`src/rtl/masked_byte_pattern_scanner_defines.svh`:
```
// assertion macros shared by the scanner rtl
// depends on nothing; asserting modules must have i_clk and i_rst_n in scope
`ifndef MASKED_BYTE_PATTERN_SCANNER_DEFINES_SVH
`define MASKED_BYTE_PATTERN_SCANNER_DEFINES_SVH
`ifndef NO_ASSERTIONS
// checked property, idle while reset is asserted
`define MBPS_ASSERT(lbl, prop, msg) \
    lbl: assert property (@(posedge i_clk) disable iff (!i_rst_n) prop) else $error(msg);
// checked property, also while reset is asserted
`define MBPS_ASSERT_ALWAYS(lbl, prop, msg) \
    lbl: assert property (@(posedge i_clk) prop) else $error(msg);
`else
`define MBPS_ASSERT(lbl, prop, msg)
`define MBPS_ASSERT_ALWAYS(lbl, prop, msg)
`endif
`endif

```
`src/rtl/mbps_pkg.sv`:
```
// shared types and constants for the masked byte pattern scanner
// no dependencies
package mbps_pkg;

    // default sizing
    localparam int DEF_MAX_PATTERN_BYTES = 32;
    localparam int DEF_BUFFER_BYTES      = 4096;

    // fixed field widths
    localparam int CFG_DATA_W        = 64;
    localparam int CFG_IDX_W         = 3;
    localparam int OFFSET_W          = 12;
    localparam int LEN_REG_W         = 6;
    localparam int WILD_W            = 32;
    localparam int PATTERN_REG_BYTES = 32;
    localparam int PAT_IDX_W         = 5;
    localparam int PATTERN_WORDS     = 4;

    // register indexes
    localparam logic [CFG_IDX_W-1:0] REG_PATTERN_WORD_0 = 3'd0;
    localparam logic [CFG_IDX_W-1:0] REG_PATTERN_WORD_1 = 3'd1;
    localparam logic [CFG_IDX_W-1:0] REG_PATTERN_WORD_2 = 3'd2;
    localparam logic [CFG_IDX_W-1:0] REG_PATTERN_WORD_3 = 3'd3;
    localparam logic [CFG_IDX_W-1:0] REG_WILDCARD_MASK  = 3'd4;
    localparam logic [CFG_IDX_W-1:0] REG_PATTERN_LENGTH = 3'd5;

    // input transaction payload
    typedef struct packed {
        logic [7:0] data_byte;
        logic       end_of_buffer;
    } t_in_item;

    // result transaction payload
    typedef struct packed {
        logic                match_found;
        logic [OFFSET_W-1:0] match_offset;
        logic                buffer_done;
    } t_out_item;

endpackage

```
`src/rtl/mbps_cfg.sv`:
```
// configuration registers and the pattern aligned to the window
// depends on mbps_pkg
module mbps_cfg #(
    parameter int MAX_PATTERN_BYTES = mbps_pkg::DEF_MAX_PATTERN_BYTES
) (
    input  logic                                 i_clk,
    input  logic                                 i_rst_n,
    input  logic                                 i_wr_en,
    input  logic [mbps_pkg::CFG_IDX_W-1:0]       i_wr_index,
    input  logic [mbps_pkg::CFG_DATA_W-1:0]      i_wr_data,
    output logic [MAX_PATTERN_BYTES-1:0][7:0]    o_align_pat,
    output logic [MAX_PATTERN_BYTES-1:0]         o_align_care,
    output logic [$clog2(MAX_PATTERN_BYTES+1)-1:0] o_len_eff
);
    import mbps_pkg::*;

    localparam int LEN_W = $clog2(MAX_PATTERN_BYTES + 1);
    localparam int EL_W  = (LEN_W > LEN_REG_W) ? LEN_W : LEN_REG_W;

    logic [PATTERN_WORDS-1:0][CFG_DATA_W-1:0] r_pat_word;
    logic [WILD_W-1:0]                        r_wild;
    logic [LEN_REG_W-1:0]                     r_len;

    logic [PATTERN_REG_BYTES-1:0][7:0]        pat_bytes;
    logic [EL_W-1:0]                          len_ext;
    logic [LEN_W-1:0]                         n_len_eff;
    logic [MAX_PATTERN_BYTES-1:0][7:0]        n_align_pat;
    logic [MAX_PATTERN_BYTES-1:0]             n_align_care;

    logic [MAX_PATTERN_BYTES-1:0][7:0]        r_align_pat;
    logic [MAX_PATTERN_BYTES-1:0]             r_align_care;
    logic [LEN_W-1:0]                         r_len_eff;

    // register writes, unknown indexes ignored
    always_ff @(posedge i_clk) begin
        if (!i_rst_n) begin
            r_pat_word <= '0;
            r_wild     <= '0;
            r_len      <= LEN_REG_W'(1);
        end else if (i_wr_en) begin
            unique case (i_wr_index)
                REG_PATTERN_WORD_0: r_pat_word[0] <= i_wr_data;
                REG_PATTERN_WORD_1: r_pat_word[1] <= i_wr_data;
                REG_PATTERN_WORD_2: r_pat_word[2] <= i_wr_data;
                REG_PATTERN_WORD_3: r_pat_word[3] <= i_wr_data;
                REG_WILDCARD_MASK:  r_wild        <= i_wr_data[WILD_W-1:0];
                REG_PATTERN_LENGTH: r_len         <= i_wr_data[LEN_REG_W-1:0];
                default: begin
                end
            endcase
        end
    end

    // byte k of the pattern, byte 0 lowest in word 0
    assign pat_bytes = r_pat_word;

    // clamp the length to 1..MAX_PATTERN_BYTES
    always_comb begin
        len_ext = EL_W'(r_len);
        if (len_ext == '0) begin
            len_ext = EL_W'(1);
        end else if (len_ext > EL_W'(MAX_PATTERN_BYTES)) begin
            len_ext = EL_W'(MAX_PATTERN_BYTES);
        end
        n_len_eff = LEN_W'(len_ext);
    end

    // slot a of the window (a bytes ago) faces pattern byte len-1-a
    always_comb begin
        logic [EL_W-1:0] k;
        logic            in_reg;
        for (int a = 0; a < MAX_PATTERN_BYTES; a++) begin
            k      = len_ext - EL_W'(1) - EL_W'(a);
            in_reg = (k < EL_W'(PATTERN_REG_BYTES));
            n_align_pat[a]  = in_reg ? pat_bytes[k[PAT_IDX_W-1:0]] : 8'h00;
            n_align_care[a] = (EL_W'(a) < len_ext)
                              && !(in_reg && r_wild[k[PAT_IDX_W-1:0]]);
        end
    end

    // aligned copy, registered from the configuration registers
    always_ff @(posedge i_clk) begin
        r_align_pat  <= n_align_pat;
        r_align_care <= n_align_care;
        r_len_eff    <= n_len_eff;
    end

    assign o_align_pat  = r_align_pat;
    assign o_align_care = r_align_care;
    assign o_len_eff    = r_len_eff;

endmodule

```
`src/rtl/mbps_scan.sv`:
```
// input register, byte window, buffer position and window compare
// depends on mbps_pkg and masked_byte_pattern_scanner_defines.svh
`include "masked_byte_pattern_scanner_defines.svh"
module mbps_scan #(
    parameter int MAX_PATTERN_BYTES = mbps_pkg::DEF_MAX_PATTERN_BYTES,
    parameter int BUFFER_BYTES      = mbps_pkg::DEF_BUFFER_BYTES
) (
    input  logic                                   i_clk,
    input  logic                                   i_rst_n,
    input  logic                                   i_in_valid,
    output logic                                   o_in_ready,
    input  mbps_pkg::t_in_item                     i_in_item,
    input  logic                                   i_take,
    output logic                                   o_res_valid,
    output mbps_pkg::t_out_item                    o_res_item,
    input  logic [MAX_PATTERN_BYTES-1:0][7:0]      i_align_pat,
    input  logic [MAX_PATTERN_BYTES-1:0]           i_align_care,
    input  logic [$clog2(MAX_PATTERN_BYTES+1)-1:0] i_len_eff
);
    import mbps_pkg::*;

    localparam int LEN_W = $clog2(MAX_PATTERN_BYTES + 1);
    localparam int WIN_D = MAX_PATTERN_BYTES - 1;
    localparam int PW    = $clog2(BUFFER_BYTES);
    localparam int CW    = ((PW > LEN_W) ? PW : LEN_W) + 1;

    logic                                r_s1_valid;
    t_in_item                            r_s1_item;
    logic [WIN_D-1:0][7:0]               r_win;
    logic [PW-1:0]                       r_pos;

    logic                                s1_fire;
    logic [MAX_PATTERN_BYTES-1:0][7:0]   cand;
    logic [MAX_PATTERN_BYTES-1:0]        hit;
    logic [CW-1:0]                       pos1;
    logic                                pos_ok;
    logic                                match;
    logic [CW-1:0]                       off;
    logic [WIN_D-1:0][7:0]               n_win;
    logic [PW-1:0]                       n_pos;

    // stage advances when the result register can take it
    assign s1_fire    = r_s1_valid && i_take;
    assign o_in_ready = !r_s1_valid || s1_fire;

    // input register
    always_ff @(posedge i_clk) begin
        if (!i_rst_n) begin
            r_s1_valid <= 1'b0;
        end else if (o_in_ready) begin
            r_s1_valid <= i_in_valid;
        end
    end

    always_ff @(posedge i_clk) begin
        if (o_in_ready && i_in_valid) begin
            r_s1_item <= i_in_item;
        end
    end

    // window compare, all slots in parallel
    always_comb begin
        cand[0] = r_s1_item.data_byte;
        for (int a = 1; a < MAX_PATTERN_BYTES; a++) begin
            cand[a] = r_win[a-1];
        end
        for (int a = 0; a < MAX_PATTERN_BYTES; a++) begin
            hit[a] = !i_align_care[a] || (i_align_pat[a] == cand[a]);
        end
    end

    // enough bytes of this buffer seen, and start offset
    assign pos1   = CW'(r_pos) + CW'(1);
    assign pos_ok = (pos1 >= CW'(i_len_eff));
    assign off    = pos1 - CW'(i_len_eff);
    assign match  = pos_ok && (&hit);

    always_comb begin
        o_res_valid             = s1_fire && (match || r_s1_item.end_of_buffer);
        o_res_item.match_found  = match;
        o_res_item.match_offset = match ? OFFSET_W'(off) : '0;
        o_res_item.buffer_done  = r_s1_item.end_of_buffer;
    end

    // window shift and position, restart on the last byte
    always_comb begin
        if (r_s1_item.end_of_buffer) begin
            n_win = '0;
            n_pos = '0;
        end else begin
            n_win[0] = r_s1_item.data_byte;
            for (int a = 1; a < WIN_D; a++) begin
                n_win[a] = r_win[a-1];
            end
            n_pos = (r_pos == PW'(BUFFER_BYTES - 1)) ? '0 : r_pos + PW'(1);
        end
    end

    always_ff @(posedge i_clk) begin
        if (!i_rst_n) begin
            r_win <= '0;
            r_pos <= '0;
        end else if (s1_fire) begin
            r_win <= n_win;
            r_pos <= n_pos;
        end
    end

    `MBPS_ASSERT(a_restart_after_last, (s1_fire && r_s1_item.end_of_buffer) |=> (r_pos == '0), "position not restarted after last byte")
    `MBPS_ASSERT(a_pos_in_range, r_pos <= PW'(BUFFER_BYTES - 1), "buffer position out of range")
    `MBPS_ASSERT(a_s1_held, (r_s1_valid && !s1_fire) |=> (r_s1_valid && $stable(r_s1_item)), "stalled byte lost or changed")

endmodule

```
`src/rtl/masked_byte_pattern_scanner.sv`:
```
// Masked byte pattern scanner, top level. Takes one byte per cycle while no result waits
// untaken. A byte is compared, all window slots in parallel, while it sits in the input
// register, and its result is loaded into the result register, which drives o_out_valid,
// once that register is empty or being taken. The compare of every window slot against
// the aligned pattern sets the cycle. While a result waits untaken, the byte in the input
// register holds and o_in_ready drops. Bytes that neither end a match nor end a buffer
// produce no result. The configuration port is always ready; a write reaches the compare
// via the config registers and the aligned copy. There is no clearing pass after reset.
// depends on mbps_pkg, mbps_cfg, mbps_scan and masked_byte_pattern_scanner_defines.svh
`include "masked_byte_pattern_scanner_defines.svh"
module masked_byte_pattern_scanner #(
    parameter int MAX_PATTERN_BYTES = mbps_pkg::DEF_MAX_PATTERN_BYTES,
    parameter int BUFFER_BYTES      = mbps_pkg::DEF_BUFFER_BYTES
) (
    input  logic                            i_clk,
    input  logic                            i_rst_n,
    input  logic                            i_in_valid,
    output logic                            o_in_ready,
    input  mbps_pkg::t_in_item              i_in_item,
    output logic                            o_out_valid,
    input  logic                            i_out_ready,
    output mbps_pkg::t_out_item             o_out_item,
    input  logic                            i_cfg_valid,
    output logic                            o_cfg_ready,
    input  logic [mbps_pkg::CFG_IDX_W-1:0]  i_cfg_index,
    input  logic [mbps_pkg::CFG_DATA_W-1:0] i_cfg_data
);
    import mbps_pkg::*;

    localparam int LEN_W = $clog2(MAX_PATTERN_BYTES + 1);

    logic [MAX_PATTERN_BYTES-1:0][7:0] align_pat;
    logic [MAX_PATTERN_BYTES-1:0]      align_care;
    logic [LEN_W-1:0]                  len_eff;
    logic                              take;
    logic                              res_valid;
    t_out_item                         res_item;
    logic                              r_out_valid;
    t_out_item                         r_out_item;

    // configuration transactions are taken every cycle
    assign o_cfg_ready = 1'b1;

    mbps_cfg #(
        .MAX_PATTERN_BYTES (MAX_PATTERN_BYTES)
    ) u_cfg (
        .i_clk        (i_clk),
        .i_rst_n      (i_rst_n),
        .i_wr_en      (i_cfg_valid),
        .i_wr_index   (i_cfg_index),
        .i_wr_data    (i_cfg_data),
        .o_align_pat  (align_pat),
        .o_align_care (align_care),
        .o_len_eff    (len_eff)
    );

    mbps_scan #(
        .MAX_PATTERN_BYTES (MAX_PATTERN_BYTES),
        .BUFFER_BYTES      (BUFFER_BYTES)
    ) u_scan (
        .i_clk        (i_clk),
        .i_rst_n      (i_rst_n),
        .i_in_valid   (i_in_valid),
        .o_in_ready   (o_in_ready),
        .i_in_item    (i_in_item),
        .i_take       (take),
        .o_res_valid  (res_valid),
        .o_res_item   (res_item),
        .i_align_pat  (align_pat),
        .i_align_care (align_care),
        .i_len_eff    (len_eff)
    );

    // result register, free when empty or being taken this cycle
    assign take = !r_out_valid || i_out_ready;

    always_ff @(posedge i_clk) begin
        if (!i_rst_n) begin
            r_out_valid <= 1'b0;
        end else if (res_valid) begin
            r_out_valid <= 1'b1;
        end else if (i_out_ready) begin
            r_out_valid <= 1'b0;
        end
    end

    always_ff @(posedge i_clk) begin
        if (res_valid) begin
            r_out_item <= res_item;
        end
    end

    assign o_out_valid = r_out_valid;
    assign o_out_item  = r_out_item;

    `MBPS_ASSERT(a_result_has_cause,
        r_out_valid |-> (r_out_item.match_found || r_out_item.buffer_done),
        "result with neither match nor buffer end")
    `MBPS_ASSERT(a_offset_zero_no_match,
        (r_out_valid && !r_out_item.match_found) |-> (r_out_item.match_offset == '0),
        "offset set without a match")
    `MBPS_ASSERT_ALWAYS(a_no_overwrite,
        res_valid |-> (!r_out_valid || i_out_ready),
        "pending result overwritten")

endmodule
```
`config.mk`:
```
export PLATFORM = sky130hd
export DESIGN_NAME = masked_byte_pattern_scanner
export DESIGN_NICKNAME = d
export VERILOG_FILES = /design/src/rtl/mbps_pkg.sv /design/src/rtl/mbps_cfg.sv /design/src/rtl/mbps_scan.sv /design/src/rtl/masked_byte_pattern_scanner.sv
export VERILOG_INCLUDE_DIRS = /design/src /design/src/rtl
export SDC_FILE = /design/constraint.sdc
export NUM_CORES = 2
export LEC_CHECK = 0
export BUFFER_PORTS_ARGS = -buffer_cell sky130_fd_sc_hd__buf_4
export CAP_MARGIN = 20
export CORE_AREA = 2 2 356 358
export DETAILED_ROUTE_END_ITERATION = 7
export DIE_AREA = 0 0 358 360
export GPL_ROUTABILITY_DRIVEN = 0
export PLACE_DENSITY = 0.61
export SYNTH_ARGS = -nofsm -noshare
export SYNTH_HDL_FRONTEND = slang
export SYNTH_SLANG_ARGS = --single-unit
```
`constraint.sdc`:
```
create_clock -name i_clk -period 4.5 [get_ports i_clk]
set_input_delay 0.9 -clock i_clk [delete_from_list [all_inputs] [get_ports i_clk]]
set_output_delay 0.9 -clock i_clk [all_outputs]
set_load 0.005 [all_outputs]
```
Yosys cells after proc, flatten, opt, wreduce, memory -nomap -nowiden
Index checks and enable logic that the tools add are counted. W data, S select, Z words.

Output and inout bits: 17. Input bits: 81. Flip-flop bits (word level): 873.

Magnitude comparators: 98. Multiplexer cells: 135. Reduce and logical (&&, ||, !) cells: 179. Add/subtract/negate cells: 35. Equal/unequal tests: 38.

Operator list (number): $bmux W8 S5 (32); $eq A8 B8 Y1 (32); $mux W8 (32); $mux W248 (1); $lt A5 B6 Y1 const B (32); $lt A6 B6 Y1 const B (32); $bmux W1 S5 (32); $lt A5 B6 Y1 const A (16); $sub A6 B5 Y6 const B (16); $logic_and A1 B1 Y1 (68); $logic_not A1 Y1 (66); $lt A4 B6 Y1 const A (8); $sub A6 B4 Y6 const B (8); $logic_or A1 B1 Y1 (35); $mux W1 (34); $reduce_and A32 Y1 (1); $lt A3 B6 Y1 const A (4); $mux W12 (2); $sub A6 B3 Y6 const B (4); $add A12 B1 Y13 const B (1); $ge A13 B6 Y1 (1); $add A12 B1 Y12 const B (1); $eq A12 B12 Y1 const B (1); $lt A1 B6 Y1 const A (2); other kinds (13) (24).

Longest topological paths before layout
Depth after elaboration: 10. Mapped depth: 20. Mapped depth without buffers: 10.

Cells and area by module
Synthesis repeated with hierarchy kept, for this count alone.

Cells, all modules: 5680. Area total of the unflattened synthesis: 49764.0 um^2.

By module, submodules not included: mbps_cfg (times used 1, area each 34949.8 um^2, sequential area each 11771.3 um^2, cells an instance 4035); mbps_scan (times used 1, area each 14333.7 um^2, sequential area each 5495.3 um^2, cells an instance 1625); masked_byte_pattern_scanner (times used 1, area each 480.5 um^2, sequential area each 440.4 um^2, cells an instance 20).

Worst setup path before layout
OpenSTA, ideal clock, no wires.

Path type: register -> register. Start point: register u_cfg.r_len[5]. End point: register u_cfg.r_align_pat, in the netlist u_cfg.o_align_pat[37]. Cell stages (with the launch flop): 20. Path slack: -0.196 ns. Buffers on the path: 11. Data arrival time: 4.578 ns. Period minus slack after synthesis: 4.696 ns. Cell sequence: dfxtp_1 buf_2 inv_1 o21ai_1 buf_2 buf_2 buf_4 buf_2 buf_2 buf_2 ha_1 buf_2 clkinv_1 buf_1 clkbuf_1 clkbuf_1 mux4_2 nand2_1 nand3_1 a32o_1.

Cells in the longest elaborated chain, start to end: 7. Elaborated cells between the ends (all ways): 9. Classes of those cells: 2 x add/sub; 2 x order compare; 4 x mux; 1 x reduce/logical.

RTL lines: from (decl) (line mbps_cfg.sv:22) `logic [LEN_REG_W-1:0] r_len;`; from (signal assigned) (line mbps_cfg.sv:47) `REG_PATTERN_LENGTH: r_len <= i_wr_data[LEN_REG_W-1:0];`; $gt A6 B6 Y1 (line mbps_cfg.sv:62) `end else if (len_ext > EL_W'(MAX_PATTERN_BYTES)) begin`; $mux W6 (line mbps_cfg.sv:62); $mux W6 (*) (line mbps_cfg.sv:60) `if (len_ext == '0) begin`; $sub A6 B1 Y6 (*) (line mbps_cfg.sv:73) `k = len_ext - EL_W'(1) - EL_W'(a);`; $sub A6 B3 Y6 (*) (line mbps_cfg.sv:73); $bmux W8 S5 (line mbps_cfg.sv:75) `n_align_pat[a] = in_reg ? pat_bytes[k[PAT_IDX_W-1:0]] : 8'h00;`; $mux W8 (implied by the code) (line mbps_cfg.sv:75); to (signal assigned) (line mbps_cfg.sv:83) `r_align_pat <= n_align_pat;`; to (decl) (line mbps_cfg.sv:30) `logic [MAX_PATTERN_BYTES-1:0][7:0] r_align_pat;`.

Mark *: on every way between the ends. The rest lies on a longest branch, timed or not. The select of a mux whose other input is x is not followed. A chain may end at the register's enable or synchronous reset.

Worst setup path after layout
Start point: register u_cfg.r_len[1]. End point: register u_cfg.r_align_care[5], in the netlist u_cfg.o_align_care[5].

Cells in the longest elaborated chain, start to end: 10. Elaborated cells between the ends (all ways): 13. Classes of those cells: 2 x add/sub; 3 x order compare; 4 x mux; 4 x reduce/logical.

RTL lines: $gt A6 B6 Y1 (line mbps_cfg.sv:62); $mux W6 (line mbps_cfg.sv:62); $mux W6 (*) (line mbps_cfg.sv:60); $sub A6 B1 Y6 (line mbps_cfg.sv:73); $sub A6 B3 Y6 (line mbps_cfg.sv:73); $bmux W1 S5 (line mbps_cfg.sv:77) `&& !(in_reg && r_wild[k[PAT_IDX_W-1:0]]);`; $mux W1 (implied by the code) (line mbps_cfg.sv:77); $logic_and A1 B1 Y1 (line mbps_cfg.sv:77); $logic_not A1 Y1 (line mbps_cfg.sv:77); $logic_and A1 B1 Y1 (*) (line mbps_cfg.sv:77); named net u_cfg.n_align_care[5] (line mbps_cfg.sv:28) `logic [MAX_PATTERN_BYTES-1:0] n_align_care;`; to (signal assigned) (line mbps_cfg.sv:84) `r_align_care <= n_align_care;`; to (decl) (line mbps_cfg.sv:31) `logic [MAX_PATTERN_BYTES-1:0] r_align_care;`.

The timed path passes the listed nets; every way through them passes the cells marked *. The select of a mux whose other input is x is not followed.

==> impl_metrics.py <==
metrics = {
    "sta": {
        "skew_ns": 0.0340,
        "clock.fmax_mhz": 245,
        "tightestPinTransition_ns": 1.09,
        "post-route-min-period_ns": 4.07,
        "grt_setup_unrepaired": "no",
        "timing.setup.tns_ns": 0,
        "report.final.hold_viol_count": 0,
        "final_max_slew_viol_count": 0,
        "timing.max_slew.rel_slack_pct": 27.2,
        "final.period_utilization_pct": 90.5,
        "timing.final.setup_violations": 0,
    },
    "setup_path": {
        "setup.worst_path.start_class": "flip-flop",
        "worst-path-max-fanout": 18,
        "endpoint_required_time_on_the_critical_path_ns": 5.06,
        "worst-setup-path-type": "flip-flop to flip-flop",
        "cp-end-kind": "flip-flop",
        "cp-startpoint": "u_cfg.r_len[1]$_SDFFE_PN0P_",
        "r2r-start": "u_cfg.r_len[1]$_SDFFE_PN0P_",
        "worst_ep_arrival_time_ns": 4.63,
    },
    "pwr": {
        "p_leak_nw": 18.7,
        "power.total_mw": 18.3,
        "maximum_ir_drop_on_the_vdd_rail_mv": 0.311,
        "power_density_nw_per_um2": 329,
    },
    "cts": {
        "cts_sinks": 873,
        "clk_path_buf_depth": 3,
        "number_of_levels_in_the_clock_h_tree": 3,
        "cts_made_buffers": 95,
        "insertion_delay_ns": 0.72,
        "post_cts_resize_count": 0,
        "ctsRootBufferMaster": "sky130_fd_sc_hd__clkbuf_16",
        "worst_setup_hold_path_clk_slew_ns": 0.06,
        "post_cts_setup_buffer_count": 0,
        "cts_tree": "yes",
        "cts.hold.buffers_added": 0,
    },
    "final_layout": {
        "nNetsFinal": 5415,
        "final_common_cell": "sky130_fd_sc_hd__nand2_1",
        "layout-drive-gt1-share_pct": 15.2,
        "p_r_area_growth_vs_syn_pct": 12.1,
        "most_used_cells_in_the_layout_excluding_fill_and_tap_cells": "sky130_fd_sc_hd__nand2_1 (909), sky130_fd_sc_hd__dfxtp_1 (849), sky130_fd_sc_hd__mux2i_1 (361)",
        "final_cells": 7064,
    },
    "detailed_routing": {
        "drt.antenna.violating_nets": 0,
        "drt_first_iter_violations": 6777,
        "avgViaCountPerCell": 6.22,
        "post-route-drc-count": 0,
        "vias": 43965,
        "wl_um": 204000,
        "wl_per_cell_um": 28.9,
        "firstDrtPassIters": 6,
    },
    "global_routing": {
        "grt-ovfl-total": 0,
        "grt_pass1_vias": 39122,
        "largest_net_degree_at_the_start_of_global_routing": 203,
        "track_usage_pct": 30.8,
        "grt_antenna_before_repair": 20,
        "wire_length_of_the_first_global_routing_pass_um": 288000,
    },
    "synthesis": {
        "syn_nets": 5496,
        "post_synth_num_cell_types": 75,
        "synth-edff-count": 23,
        "synth-seq-area-share_pct": 35.7,
        "synth.top_cells.by_area": "sky130_fd_sc_hd__dfxtp_1 (34%), sky130_fd_sc_hd__mux4_2 (11%), sky130_fd_sc_hd__mux2i_1 (7.3%)",
        "gate_count_post_synth": 5405,
        "asyncSetResetFlopFracSynth_pct": 0,
        "yosys.area.top_type": "sky130_fd_sc_hd__dfxtp_1",
        "yosysWarningCount": 0,
        "synthesis.area_per_instance_um2": 9.18,
        "synth_ff_type": "sky130_fd_sc_hd__dfxtp_1",
        "synth_top_area_share_pct": 34.3,
        "synth_area_um2": 49600,
        "ys_seq_elements": 873,
    },
    "floorplanning": {
        "floorplan.die_area_um2": 129000,
        "floorplan.io_pins": 98,
        "row_count": 130,
        "start_util_pct": 39.7,
        "floorplan.core_area_um2": 125000,
        "fp.dieW_um": 358,
        "dieHeight_um": 360,
    },
    "min_path": {
        "holdCritPathClass": "input port to flip-flop",
        "holdCritStartpoint": "i_in_item[4]",
    },
    "placed_design": {
        "numPlacedInstances": 6875,
        "hpwlAfterDp_um": 155000,
        "io_buf_count": 96,
    },
    "run": {
        "max_cap_viols": 0,
    },
    "outcome": {
        "outcome": "finished clean",
    },
}
[report_power, final]
group,total [mW],switching [mW],internal (mW)
combinational,2.06,1.32,0.742
sequential,8.03,0.161,7.87
clock,8.19,3.52,4.67
[sequential cells by signal, summed over array words and instances (netlist names)]
name	flops
u_scan.o_res_item	1
o_out_item	14
u_cfg.o_align_pat	256
o_out_valid	1
u_scan.r_s1_valid	1
u_cfg.r_wild	32
u_scan.cand	256
u_cfg.pat_bytes	256
u_scan.r_pos	12
u_cfg.o_align_care	32
u_cfg.o_len_eff	6
u_cfg.r_len	6
[worst paths after layout]
kind / to / slack, ns / cells past startpoint
max: u_cfg.o_align_care[5]$_DFF_P_ / 0.43 / 11
min: u_scan.cand[3]$_DFFE_PP_ / 0.37 / 1
max reg2reg: u_cfg.o_align_care[5]$_DFF_P_ / 0.43 / 11
min reg2reg: u_cfg.pat_bytes[61]$_SDFFE_PN0P_ / 0.49 / 2
[critical path, cell delays in order, from the launching register on]
cell,delay [ns]
sky130_fd_sc_hd__dfxtp_1,0.33
sky130_fd_sc_hd__nor4_4,0.41
sky130_fd_sc_hd__o21ai_4,0.18
sky130_fd_sc_hd__ha_4,0.23
sky130_fd_sc_hd__xnor2_2,0.56
sky130_fd_sc_hd__buf_12,0.26
sky130_fd_sc_hd__buf_4,0.23
sky130_fd_sc_hd__a21oi_4,0.10
sky130_fd_sc_hd__xnor2_2,0.45
sky130_fd_sc_hd__mux4_2,0.64
sky130_fd_sc_hd__a22o_1,0.23
sky130_fd_sc_hd__a21oi_1,0.30
[Yosys cell counts (all sizes together) (13+ instances only)]
master   count
edfxtp      23
xnor2      285
a21oi      359
dfxtp      850
nor3b      250
mux2        98
clkbuf     324
nand3       69
a211oi      59
buf        125
mux4       246
nor2       196
inv         19
nor3        28
a311oi      13
a32o        55
mux2i      361
nand4       79
o22ai       25
o21ai      154
and3        36
a21boi     297
nand2      911
nor2b      273
a22oi       16
o21a        14
a22o        44
o2bb2ai     24
nand2b      17
[layer usage]
layer | global-route usage (%) | up-vias | wire length, um
met5 | 0 | - | 106
li1 | - | 19215 | -
met2 | 42.7 | 2797 | 82600
met4 | 18.1 | 18 | 14900
met1 | 42.0 | 21364 | 81500
met3 | 8.85 | 571 | 25400
[cells by family (layout without fill, tap and decap cells)]
kind of cell | after synthesis | after routing | synth area share (%)
buf+inv | 470 | 470 | 3.85
xor+xnor | 289 | 289 | 5.18
mux | 705 | 705 | 20.7
fa+ha+maj | 10 | 10 | 0.267
flops | 873 | 873 | 35.7
other cells | 1 | 10 | 0.00755
simple gates | 1905 | 1905 | 18.9
compound gates | 1152 | 1152 | 15.5
[final cells by class]
type | instances | area, um2
Tap cell | 1650 | 2060
Multi-Input combinational cell | 4062 | 30200
Antenna cell | 9 | 22.5
Inverter | 21 | 88.8
Clock buffer | 144 | 2880
Fill cell | 12044 | 69300
Sequential cell | 873 | 17700
Clock inverter | 34 | 364
Timing Repair Buffer | 271 | 2340
[metrics by stage]
step	hold slack [ns]	util (%)	worst slack (ns)	area, um2
2_1_floorplan	0.424	-	0.00807	49700
3_3_place_gp	0.462	41.9	0.592	52300
3_5_place_dp	0.475	41.9	0.538	52300
4_1_cts	0.347	44.5	0.505	55600
5_1_grt	0.374	44.5	0.314	55600
6_report	0.375	44.5	0.425	55600
No activity file was read; power rests on OpenSTA's default activity.
